`src/rtl/ile_pkg.sv`:
```
// shared types and constants of the indexed list engine
`default_nettype none
package ile_pkg;

  localparam int CAPACITY = 32;
  localparam int IW       = $clog2(CAPACITY);
  localparam int CW       = $clog2(CAPACITY + 1);
  localparam int PW       = 6;
  localparam int CMPW     = (CW > PW) ? CW : PW;
  localparam int VW       = 32;
  localparam int BCW      = $clog2(VW);

  localparam logic [1:0] ST_OK    = 2'd0;
  localparam logic [1:0] ST_RANGE = 2'd1;
  localparam logic [1:0] ST_FULL  = 2'd2;
  localparam logic [1:0] ST_EMPTY = 2'd3;

  localparam logic [2:0] FN_INSERT = 3'd0;
  localparam logic [2:0] FN_REMOVE = 3'd1;
  localparam logic [2:0] FN_READ   = 3'd2;
  localparam logic [2:0] FN_MOVE   = 3'd3;
  localparam logic [2:0] FN_REV    = 3'd4;
  localparam logic [2:0] FN_ROTL   = 3'd5;
  localparam logic [2:0] FN_ROTR   = 3'd6;

  typedef enum logic [2:0] {
    OP_INSERT, OP_REMOVE, OP_READ, OP_MOVE, OP_REV, OP_ROTL, OP_ROTR, OP_BAD
  } op_e;

  typedef struct packed {
    op_e                  op;
    logic signed [VW-1:0] value;
    logic [PW-1:0]        p1;
    logic [PW-1:0]        p2;
  } cmd_t;

endpackage
`default_nettype wire

```
`src/rtl/ile_if.sv`:
```
// channel interfaces for commands and results
`default_nettype none
interface ile_in_if;
  logic              valid;
  logic              ready;
  logic [2:0]        func;
  logic signed [31:0] value;
  logic [5:0]        first_index;
  logic [5:0]        second_index;
  modport source (output valid, func, value, first_index, second_index, input ready);
  modport sink   (input valid, func, value, first_index, second_index, output ready);
endinterface

interface ile_out_if;
  logic               valid;
  logic               ready;
  logic [1:0]         status;
  logic signed [31:0] item;
  logic               last;
  modport source (output valid, status, item, last, input ready);
  modport sink   (input valid, status, item, last, output ready);
endinterface
`default_nettype wire

```
`src/rtl/ile_front.sv`:
```
// front end: takes command transfers and decodes the function code
`default_nettype none
module ile_front import ile_pkg::*; (
  ile_in_if.sink in_ch,
  input  wire logic push_ready_i,
  output cmd_t      push_cmd_o,
  output logic      push_valid_o
);

  op_e op;

  // function decode
  always_comb begin
    unique case (in_ch.func)
      FN_INSERT: op = OP_INSERT;
      FN_REMOVE: op = OP_REMOVE;
      FN_READ:   op = OP_READ;
      FN_MOVE:   op = OP_MOVE;
      FN_REV:    op = OP_REV;
      FN_ROTL:   op = OP_ROTL;
      FN_ROTR:   op = OP_ROTR;
      default:   op = OP_BAD;
    endcase
  end

  assign push_cmd_o   = '{op: op, value: in_ch.value, p1: in_ch.first_index,
                          p2: in_ch.second_index};
  assign push_valid_o = in_ch.valid;
  assign in_ch.ready  = push_ready_i;

endmodule
`default_nettype wire

```
`src/rtl/ile_fifo.sv`:
```
// two-entry command queue between front and back
`default_nettype none
module ile_fifo import ile_pkg::*; (
  input  wire logic clk_i,
  input  wire logic rst_ni,
  input  wire logic push_i,
  input  cmd_t      push_cmd_i,
  output logic      push_ready_o,
  input  wire logic pop_i,
  output cmd_t      pop_cmd_o,
  output logic      pop_valid_o
);

  cmd_t       mem_q [2];
  logic       wptr_q, rptr_q;
  logic [1:0] cnt_q, cnt_d;
  logic       do_push, do_pop;

  assign push_ready_o = (cnt_q != 2'd2);
  assign pop_valid_o  = (cnt_q != 2'd0);
  assign pop_cmd_o    = mem_q[rptr_q];
  assign do_push      = push_i && push_ready_o;
  assign do_pop       = pop_i && pop_valid_o;

  // occupancy
  always_comb begin
    cnt_d = cnt_q;
    if (do_push && !do_pop) cnt_d = cnt_q + 2'd1;
    else if (do_pop && !do_push) cnt_d = cnt_q - 2'd1;
  end

  always_ff @(posedge clk_i or negedge rst_ni) begin
    if (!rst_ni) begin
      wptr_q <= 1'b0;
      rptr_q <= 1'b0;
      cnt_q  <= 2'd0;
    end else begin
      if (do_push) wptr_q <= ~wptr_q;
      if (do_pop) rptr_q <= ~rptr_q;
      cnt_q <= cnt_d;
    end
  end

  // storage
  always_ff @(posedge clk_i) begin
    if (do_push) mem_q[wptr_q] <= push_cmd_i;
  end

endmodule
`default_nettype wire

```
`src/rtl/ile_back.sv`:
```
// back end: list store, command sequencer and result register
`default_nettype none
module ile_back import ile_pkg::*; (
  input  wire logic clk_i,
  input  wire logic rst_ni,
  input  wire logic q_valid_i,
  input  cmd_t      q_cmd_i,
  output logic      q_pop_o,
  ile_out_if.source out_ch
);

  typedef enum logic [6:0] {
    S_IDLE = 7'b0000001,
    S_EXEC = 7'b0000010,
    S_MOD  = 7'b0000100,
    S_ROT  = 7'b0001000,
    S_REV  = 7'b0010000,
    S_READ = 7'b0100000,
    S_RESP = 7'b1000000
  } state_e;

  typedef enum logic [1:0] {SH_NONE, SH_LEFT, SH_RIGHT} shift_e;

  state_e              state_q, state_d;
  cmd_t                cmd_q, cmd_d;
  logic [CW-1:0]       count_q, count_d;
  logic [IW-1:0]       k_q, k_d;
  logic [BCW-1:0]      bit_q, bit_d;
  logic [CW-1:0]       rem_q, rem_d;
  logic [1:0]          stat_q, stat_d;
  logic [VW-1:0]       store_q [CAPACITY];
  logic [VW-1:0]       store_d [CAPACITY];
  logic                ovalid_q;
  logic [1:0]          ostat_q, ostat_d;
  logic [VW-1:0]       oitem_q, oitem_d;
  logic                olast_q, olast_d;
  logic                oload, ofree;
  shift_e              sh_op;
  logic [IW-1:0]       sh_a, sh_b, raddr;
  logic [VW-1:0]       sh_dat, rdata;
  logic [CMPW-1:0]     p1c, p2c, cntc;
  logic [CW:0]         mod_t;
  logic [CW-1:0]       rem_n, rot_s;
  logic [IW-1:0]       cnt_m1;

  assign ofree  = !ovalid_q || out_ch.ready;
  assign raddr  = (state_q == S_READ) ? k_q : IW'(cmd_q.p1);
  assign rdata  = store_q[raddr];
  assign p1c    = CMPW'(cmd_q.p1);
  assign p2c    = CMPW'(cmd_q.p2);
  assign cntc   = CMPW'(count_q);
  assign cnt_m1 = IW'(count_q - CW'(1));

  // serial remainder step and rotation amount
  always_comb begin
    mod_t = {rem_q, cmd_q.value[bit_q]};
    if (mod_t >= {1'b0, count_q}) mod_t = mod_t - {1'b0, count_q};
    rem_n = CW'(mod_t);
    if (cmd_q.op == OP_ROTR && rem_n != '0) rot_s = count_q - rem_n;
    else rot_s = rem_n;
  end

  // sequencer
  always_comb begin
    state_d = state_q;
    cmd_d   = cmd_q;
    count_d = count_q;
    k_d     = k_q;
    bit_d   = bit_q;
    rem_d   = rem_q;
    stat_d  = stat_q;
    sh_op   = SH_NONE;
    sh_a    = '0;
    sh_b    = '0;
    sh_dat  = '0;
    q_pop_o = 1'b0;
    oload   = 1'b0;
    ostat_d = ST_OK;
    oitem_d = '0;
    olast_d = 1'b1;
    unique case (state_q)
      S_IDLE: begin
        if (q_valid_i) begin
          q_pop_o = 1'b1;
          cmd_d   = q_cmd_i;
          state_d = S_EXEC;
        end
      end
      S_EXEC: begin
        state_d = S_RESP;
        stat_d  = ST_OK;
        case (cmd_q.op) inside
          OP_INSERT: begin
            if (p1c > cntc) stat_d = ST_RANGE;
            else if (count_q >= CW'(CAPACITY)) stat_d = ST_FULL;
            else begin
              sh_op   = SH_RIGHT;
              sh_a    = IW'(cmd_q.p1);
              sh_b    = IW'(count_q);
              sh_dat  = cmd_q.value;
              count_d = count_q + CW'(1);
            end
          end
          OP_REMOVE: begin
            if (p1c >= cntc) stat_d = ST_RANGE;
            else begin
              sh_op   = SH_LEFT;
              sh_a    = IW'(cmd_q.p1);
              sh_b    = cnt_m1;
              count_d = count_q - CW'(1);
            end
          end
          OP_READ: begin
            if (count_q == '0) stat_d = ST_EMPTY;
            else begin
              k_d     = '0;
              state_d = S_READ;
            end
          end
          OP_MOVE: begin
            if (p1c >= cntc || p2c >= cntc) stat_d = ST_RANGE;
            else if (p1c < p2c) begin
              sh_op  = SH_LEFT;
              sh_a   = IW'(cmd_q.p1);
              sh_b   = IW'(cmd_q.p2);
              sh_dat = rdata;
            end else if (p1c > p2c) begin
              sh_op  = SH_RIGHT;
              sh_a   = IW'(cmd_q.p2);
              sh_b   = IW'(cmd_q.p1);
              sh_dat = rdata;
            end
          end
          OP_REV: begin
            if (count_q > CW'(1)) begin
              k_d     = cnt_m1;
              state_d = S_REV;
            end
          end
          OP_ROTL, OP_ROTR: begin
            if (cmd_q.value[VW-1]) stat_d = ST_RANGE;
            else if (count_q != '0) begin
              rem_d   = '0;
              bit_d   = BCW'(VW - 1);
              state_d = S_MOD;
            end
          end
          default: stat_d = ST_RANGE;
        endcase
      end
      S_MOD: begin
        rem_d = rem_n;
        if (bit_q == '0) begin
          if (rot_s == '0) state_d = S_RESP;
          else begin
            k_d     = IW'(rot_s);
            state_d = S_ROT;
          end
        end else bit_d = bit_q - BCW'(1);
      end
      S_ROT: begin
        sh_op  = SH_LEFT;
        sh_b   = cnt_m1;
        sh_dat = store_q[0];
        if (k_q == IW'(1)) state_d = S_RESP;
        else k_d = k_q - IW'(1);
      end
      S_REV: begin
        sh_op  = SH_LEFT;
        sh_b   = k_q;
        sh_dat = store_q[0];
        if (k_q == IW'(1)) state_d = S_RESP;
        else k_d = k_q - IW'(1);
      end
      S_READ: begin
        if (ofree) begin
          oload   = 1'b1;
          oitem_d = rdata;
          olast_d = (k_q == cnt_m1);
          if (k_q == cnt_m1) state_d = S_IDLE;
          else k_d = k_q + IW'(1);
        end
      end
      S_RESP: begin
        if (ofree) begin
          oload   = 1'b1;
          ostat_d = stat_q;
          state_d = S_IDLE;
        end
      end
      default: state_d = S_IDLE;
    endcase
  end

  // window shift over the store, one element per entry
  always_comb begin
    for (int i = 0; i < CAPACITY; i++) begin
      store_d[i] = store_q[i];
      if (sh_op == SH_LEFT) begin
        if (IW'(i) >= sh_a && IW'(i) < sh_b) store_d[i] = store_q[(i + 1) % CAPACITY];
        else if (IW'(i) == sh_b) store_d[i] = sh_dat;
      end else if (sh_op == SH_RIGHT) begin
        if (IW'(i) > sh_a && IW'(i) <= sh_b) store_d[i] = store_q[(i + CAPACITY - 1) % CAPACITY];
        else if (IW'(i) == sh_a) store_d[i] = sh_dat;
      end
    end
  end

  always_ff @(posedge clk_i or negedge rst_ni) begin
    if (!rst_ni) begin
      state_q  <= S_IDLE;
      count_q  <= '0;
      ovalid_q <= 1'b0;
    end else begin
      state_q <= state_d;
      count_q <= count_d;
      if (oload) ovalid_q <= 1'b1;
      else if (out_ch.ready) ovalid_q <= 1'b0;
    end
  end

  // payload registers
  always_ff @(posedge clk_i) begin
    cmd_q   <= cmd_d;
    k_q     <= k_d;
    bit_q   <= bit_d;
    rem_q   <= rem_d;
    stat_q  <= stat_d;
    store_q <= store_d;
    if (oload) begin
      ostat_q <= ostat_d;
      oitem_q <= oitem_d;
      olast_q <= olast_d;
    end
  end

  assign out_ch.valid  = ovalid_q;
  assign out_ch.status = ostat_q;
  assign out_ch.item   = oitem_q;
  assign out_ch.last   = olast_q;

  a_count_cap: assert property (@(posedge clk_i) disable iff (!rst_ni)
    count_q <= CW'(CAPACITY)) else $error("list count beyond capacity");
  a_read_nonempty: assert property (@(posedge clk_i) disable iff (!rst_ni)
    state_q == S_READ |-> count_q != '0) else $error("read stream on empty list");
  a_mod_rotate: assert property (@(posedge clk_i) disable iff (!rst_ni)
    state_q == S_MOD |-> (cmd_q.op == OP_ROTL || cmd_q.op == OP_ROTR))
    else $error("remainder unit busy without rotation");
  a_pop_idle: assert property (@(posedge clk_i) disable iff (!rst_ni)
    q_pop_o |-> state_q == S_IDLE) else $error("command taken while busy");

endmodule
`default_nettype wire

```
`src/rtl/indexed_list_engine_core.sv`:
```
// Indexed list engine top level: ordered list of signed 32-bit values
// Channels: in_ch carries commands (func, value, first_index,
// second_index), out_ch carries results (status, item, last); a transfer
// happens when valid and ready are both high.
// A two-entry queue sits between the decoding front and the back end, so
// commands are taken while the back end works or a result waits.
// Steps from command to first result, once the back end is free:
//   insert, remove, move, bad code: take, execute, result register
//   reverse: take, execute, a series of single-place window shifts, result register
//   rotate: take, execute, serial remainder over the 32 value bits (one bit
//     per cycle), then up to count - 1 single-place shifts of the list store
//   read all: count results, one per cycle while ready stays high; last marks the final one
// One command is carried out at a time by the back end sequencer; the
// sustained command rate is set by that sequencer.
// Reset empties the list (count zero) and clears the queue and the result
// valid flag; the store contents are not cleared.
// When the receiver holds ready low the result register keeps its value,
// the back end stalls, and the queue fills then drops in_ch.ready.
`default_nettype none
module indexed_list_engine_core import ile_pkg::*; (
  input  wire logic  clk_i,
  input  wire logic  rst_ni,
  ile_in_if.sink     in_ch,
  ile_out_if.source  out_ch
);

  cmd_t push_cmd, pop_cmd;
  logic push_valid, push_ready, pop_valid, pop;

  // command decode
  ile_front u_front (
    .in_ch        (in_ch),
    .push_ready_i (push_ready),
    .push_cmd_o   (push_cmd),
    .push_valid_o (push_valid)
  );

  // decoupling queue
  ile_fifo u_fifo (
    .clk_i        (clk_i),
    .rst_ni       (rst_ni),
    .push_i       (push_valid),
    .push_cmd_i   (push_cmd),
    .push_ready_o (push_ready),
    .pop_i        (pop),
    .pop_cmd_o    (pop_cmd),
    .pop_valid_o  (pop_valid)
  );

  // list execution
  ile_back u_back (
    .clk_i     (clk_i),
    .rst_ni    (rst_ni),
    .q_valid_i (pop_valid),
    .q_cmd_i   (pop_cmd),
    .q_pop_o   (pop),
    .out_ch    (out_ch)
  );

endmodule
`default_nettype wire

```
`src/flat_wrapper.sv`:
```
// flat-port wrapper written by rule: the top's interface ports become plain ports
module indexed_list_engine_core_flat import ile_pkg::*;
  (clk_i, rst_ni, in_ch_valid, in_ch_func, in_ch_value, in_ch_first_index, in_ch_second_index, in_ch_ready, out_ch_valid, out_ch_status, out_ch_item, out_ch_last, out_ch_ready);
  ile_in_if in_ch_i ();
  ile_out_if out_ch_i ();
  input  wire logic clk_i;
  input  wire logic rst_ni;
  input wire logic [$bits(in_ch_i.valid)-1:0] in_ch_valid;
  input wire logic [$bits(in_ch_i.func)-1:0] in_ch_func;
  input wire logic [$bits(in_ch_i.value)-1:0] in_ch_value;
  input wire logic [$bits(in_ch_i.first_index)-1:0] in_ch_first_index;
  input wire logic [$bits(in_ch_i.second_index)-1:0] in_ch_second_index;
  output wire logic [$bits(in_ch_i.ready)-1:0] in_ch_ready;
  output wire logic [$bits(out_ch_i.valid)-1:0] out_ch_valid;
  output wire logic [$bits(out_ch_i.status)-1:0] out_ch_status;
  output wire logic [$bits(out_ch_i.item)-1:0] out_ch_item;
  output wire logic [$bits(out_ch_i.last)-1:0] out_ch_last;
  input wire logic [$bits(out_ch_i.ready)-1:0] out_ch_ready;
  assign in_ch_i.valid = in_ch_valid;
  assign in_ch_i.func = in_ch_func;
  assign in_ch_i.value = in_ch_value;
  assign in_ch_i.first_index = in_ch_first_index;
  assign in_ch_i.second_index = in_ch_second_index;
  assign in_ch_ready = in_ch_i.ready;
  assign out_ch_valid = out_ch_i.valid;
  assign out_ch_status = out_ch_i.status;
  assign out_ch_item = out_ch_i.item;
  assign out_ch_last = out_ch_i.last;
  assign out_ch_i.ready = out_ch_ready;
  indexed_list_engine_core u_core (.clk_i(clk_i), .rst_ni(rst_ni), .in_ch(in_ch_i), .out_ch(out_ch_i));
endmodule
```
`config.mk`:
```
export PLATFORM = sky130hd
export DESIGN_NAME = indexed_list_engine_core_flat
export DESIGN_NICKNAME = d
export VERILOG_FILES = /design/src/rtl/ile_pkg.sv /design/src/rtl/ile_if.sv /design/src/rtl/ile_front.sv /design/src/rtl/ile_fifo.sv /design/src/rtl/ile_back.sv /design/src/rtl/indexed_list_engine_core.sv /design/src/flat_wrapper.sv
export SDC_FILE = /design/constraint.sdc
export NUM_CORES = 2
export LEC_CHECK = 0
export BUFFER_PORTS_ARGS = -buffer_cell sky130_fd_sc_hd__buf_2
export CAP_MARGIN = 40
export CORE_MARGIN = 2
export CORE_UTILIZATION = 25
export DETAILED_ROUTE_END_ITERATION = 10
export PLACE_DENSITY = 0.39
export SKIP_CTS_REPAIR_TIMING = 1
export SYNTH_ARGS = -nofsm -noshare
export SYNTH_HDL_FRONTEND = slang
export SYNTH_HIERARCHICAL = 1
export SYNTH_SLANG_ARGS = --single-unit
```
`constraint.sdc`:
```
create_clock -name clk_i -period 21.3 [get_ports clk_i]
set_input_delay 6.39 -clock clk_i [delete_from_list [all_inputs] [get_ports clk_i]]
set_output_delay 6.39 -clock clk_i [all_outputs]
set_load 0.05 [all_outputs]
```
==> impl_metrics.ini <==
[run_status]
status = complete, no violations

[pwr]
clkPwrFrac = 0.257
comb_power_share = 0.451
internal_power_mw = 5.891
peakVddDrop_mv = 0.09108
p_per_area_nw_per_um2 = 117.7
power.share.switching = 0.4549
seqPwrFrac = 0.292
p_leak_nw = 30.10
power.switching_mw = 4.917

[yosys]
ys_seq_area_frac = 0.4574
synth-seq-cells = 1236
syn_nets = 9162
syn_area_per_cell_um2 = 8.925
synthXorXnorAreaFrac = 0.003030
synthArstFlopShare = 0.01456
synth_area_leader_cell = edfxtp_1
yosysMostFrequentCell = a21oi_1
postSynthCellCount = 9069
syn_area_um2 = 80950
synthTopCellsByCount = a21oi_1 (1,299), edfxtp_1 (1,218), nand3_1 (1,061)
synth_top_family_by_area = compound AO/OA/AOI/OAI gates
synth_area_leaders = edfxtp_1 (45%), a21oi_1 (8.0%), nand3_1 (6.6%)
synthSimpleGateAreaFrac = 0.1582
synth-edff-count = 1218
synth_warnings = 6
yosys.area.top_type_share = 0.4519
synth_adder_area_share = 0.006678
ys_types = 112
synth_compound_area_frac = 0.2937
synthFlopType = edfxtp_1
synth_mux_area_frac = 0.01856

[grt]
grt_util_met1 = 0.3451
grt_pass1_vias = 73720
grt.met2_usage = 0.3665
met3_usage = 0.05592
grtUsageTotal = 0.2467
grt_busiest_layer = met2
grt_max_degree = 216
antenna_found_initial = 25
grt_pass1_wl_um = 593100
grt-ovfl-total = 0

[timing]
slew_headroom = 0.2370
min_period_ns = 8.095
fin_hold_ws_ns = 0.5055
hold_viol_final = 0
fin_crit_sh = 0.3800
clock.fmax_ghz = 0.1235
fin_skew_ns = 0.08465
rsz0062_at_grt = no
drv_slew = 0
tightest_slew_ns = 1.144
finalSetupViolCount = 0
final.setup.worst_slack_ns = 13.21
tns_ns = 0

[floorplanning]
ios = 88
die_w_um = 573.0
initial_utilization = 0.2516
die-area_um2 = 328300
rows = 208
fp.dieH_um = 573.0
coreArea_um2 = 321700

[place]
preCtsSetupSlack_ns = 13.33
io_buffers = 87
dpl.hpwl_um = 263800
gp_congestion = 0.8929

[job]
cap_violations = 0

[clock_tree]
root_buffer = clkbuf_16
cts_tree = yes
insertion_delay_ns = 0.89
numCtsBuffers = 173
htree_levels = 4
path_clk_slew_ns = 0.06
clockBufferDepth = 4
numClockSinks = 1236

[critical_path]
worstSetupPathType = reg -> out
start_kind = register
crit_required_ns = 14.91
cp.arrival_ns = 1.70
cp_max_fo = 4
end_kind = primary output

[final_layout]
synthToLayoutAreaGrowth_pct = 13.42
fill_cells = 34060
seq_area_um2 = 37030
drive_above_1_share = 0.1101
multiInputGateArea_um2 = 40330
nets = 8684
utilization = 0.2854

[drt]
drc_errors = 0
drtAntennaViolNets = 0
via_per_inst = 6.106
wirelength_um = 425000
drt-pass1-iter-count = 8
drt-initial-drc-count = 11490
wl_per_cell_um = 32.61
num_vias = 79590

[worst_hold_path]
hp-class = reg -> reg
state kept, by name, indices dropped and copies added, names as in the netlist, 7 cells and up:
| signal | flops |
|---|---|
| u_core/u_back/state_q | 7 |
| u_core/u_back/out_ch.item | 32 |
| u_core/u_fifo/mem_q | 94 |
| u_core/u_back/cmd_q | 35 |
| u_core/u_back/store_q | 1024 |
cell type report:
type                    instances  area share
diodes                         13   0.0003543
clock buffers                 234     0.05101
clock inverters                67    0.004783
inverters                      40    0.001717
multi-input cells            6693      0.4393
flip-flops and latches       1236      0.4033
well taps                    4305     0.05867
repair buffers                447     0.04090
cells in the final DEF, fill, tap and decap left out, types with 33 or more instances in the layout:
cell and n:
a41oi_1 119, nor3_1 134, clkbuf_16 177, and2_1 85, and3_1 55, or2_2 33, a211oi_1 679, a31oi_1 184
nand2_1 495, clkbuf_1 53, a21oi_4 39, nand3_1 1059, buf_2 92, or3_1 38, ha_1 39, a22oi_1 40
nand2b_1 95, a221oi_1 57, o21ai_0 973, inv_1 37, o31ai_1 55, clkinv_1 33, buf_4 301, o211ai_1 87
nor2_1 473, edfxtp_1 1218, a21oi_1 1275, a211o_1 38, mux2i_1 65
worst max-delay path, cell delays in order (launching register included):
cell and delay [ns]:
dfrtp_1 0.41, nand2b_1 0.16, buf_2 0.28
metrics by stage:
stage	instances	total power, mW	instance area [um2]
finish	13040	10.81	91810
global route	13030	11.17	91800
CTS	13020	10.76	91720
detailed placement	12710	7.948	86600
global placement	12650	7.842	85680
floorplan	9069	5.628	80950
kinds of logic (layout without fill, tap and decap cells):
kind of cell	Yosys count	after routing
compound gates	3864	3864
mux	124	124
simple gates	2635	2635
xor+xnor	28	28
buf+inv	1140	788
flops	1236	1236
fa+ha+maj	42	42
other cells	0	13
metal layers:
metal,wire [um],vias to the layer above
met5,31,-
met2,181400,4605
met3,40360,701
met4,18030,4
li1,-,34150
met1,185300,40130
power by group through the flow:
stage               sequential, mW  combinational (mW)  clock, mW
floorplan                     3.09                2.53          0
detailed placement            3.20                4.74          0
CTS                           3.15                4.76       2.84
global placement              3.20                4.64          0
global route                  3.16                5.08       2.92
finish                        3.15                4.88       2.78
worst paths after layout:
path	startpoint	end	slack (ns)	depth (start not counted)
worst min-delay path	u_core/u_fifo/cnt_q[1]	u_core/u_fifo/cnt_q[1]	0.51	1
min in group asynchronous	rst_ni	u_core/u_fifo/wptr_q	5.51	1
worst min register to register	u_core/u_fifo/cnt_q[1]	u_core/u_fifo/cnt_q[1]	0.51	1
max in group asynchronous	rst_ni	u_core/u_fifo/rptr_q	15.33	1
worst max register to register	u_core/u_back/cntc[5]	u_core/u_back/store_q[708]	13.37	17
worst max-delay path	u_core/u_fifo/cnt_q[0]	in_ch_ready	13.21	2
No activity file was read; power rests on OpenSTA's default activity.
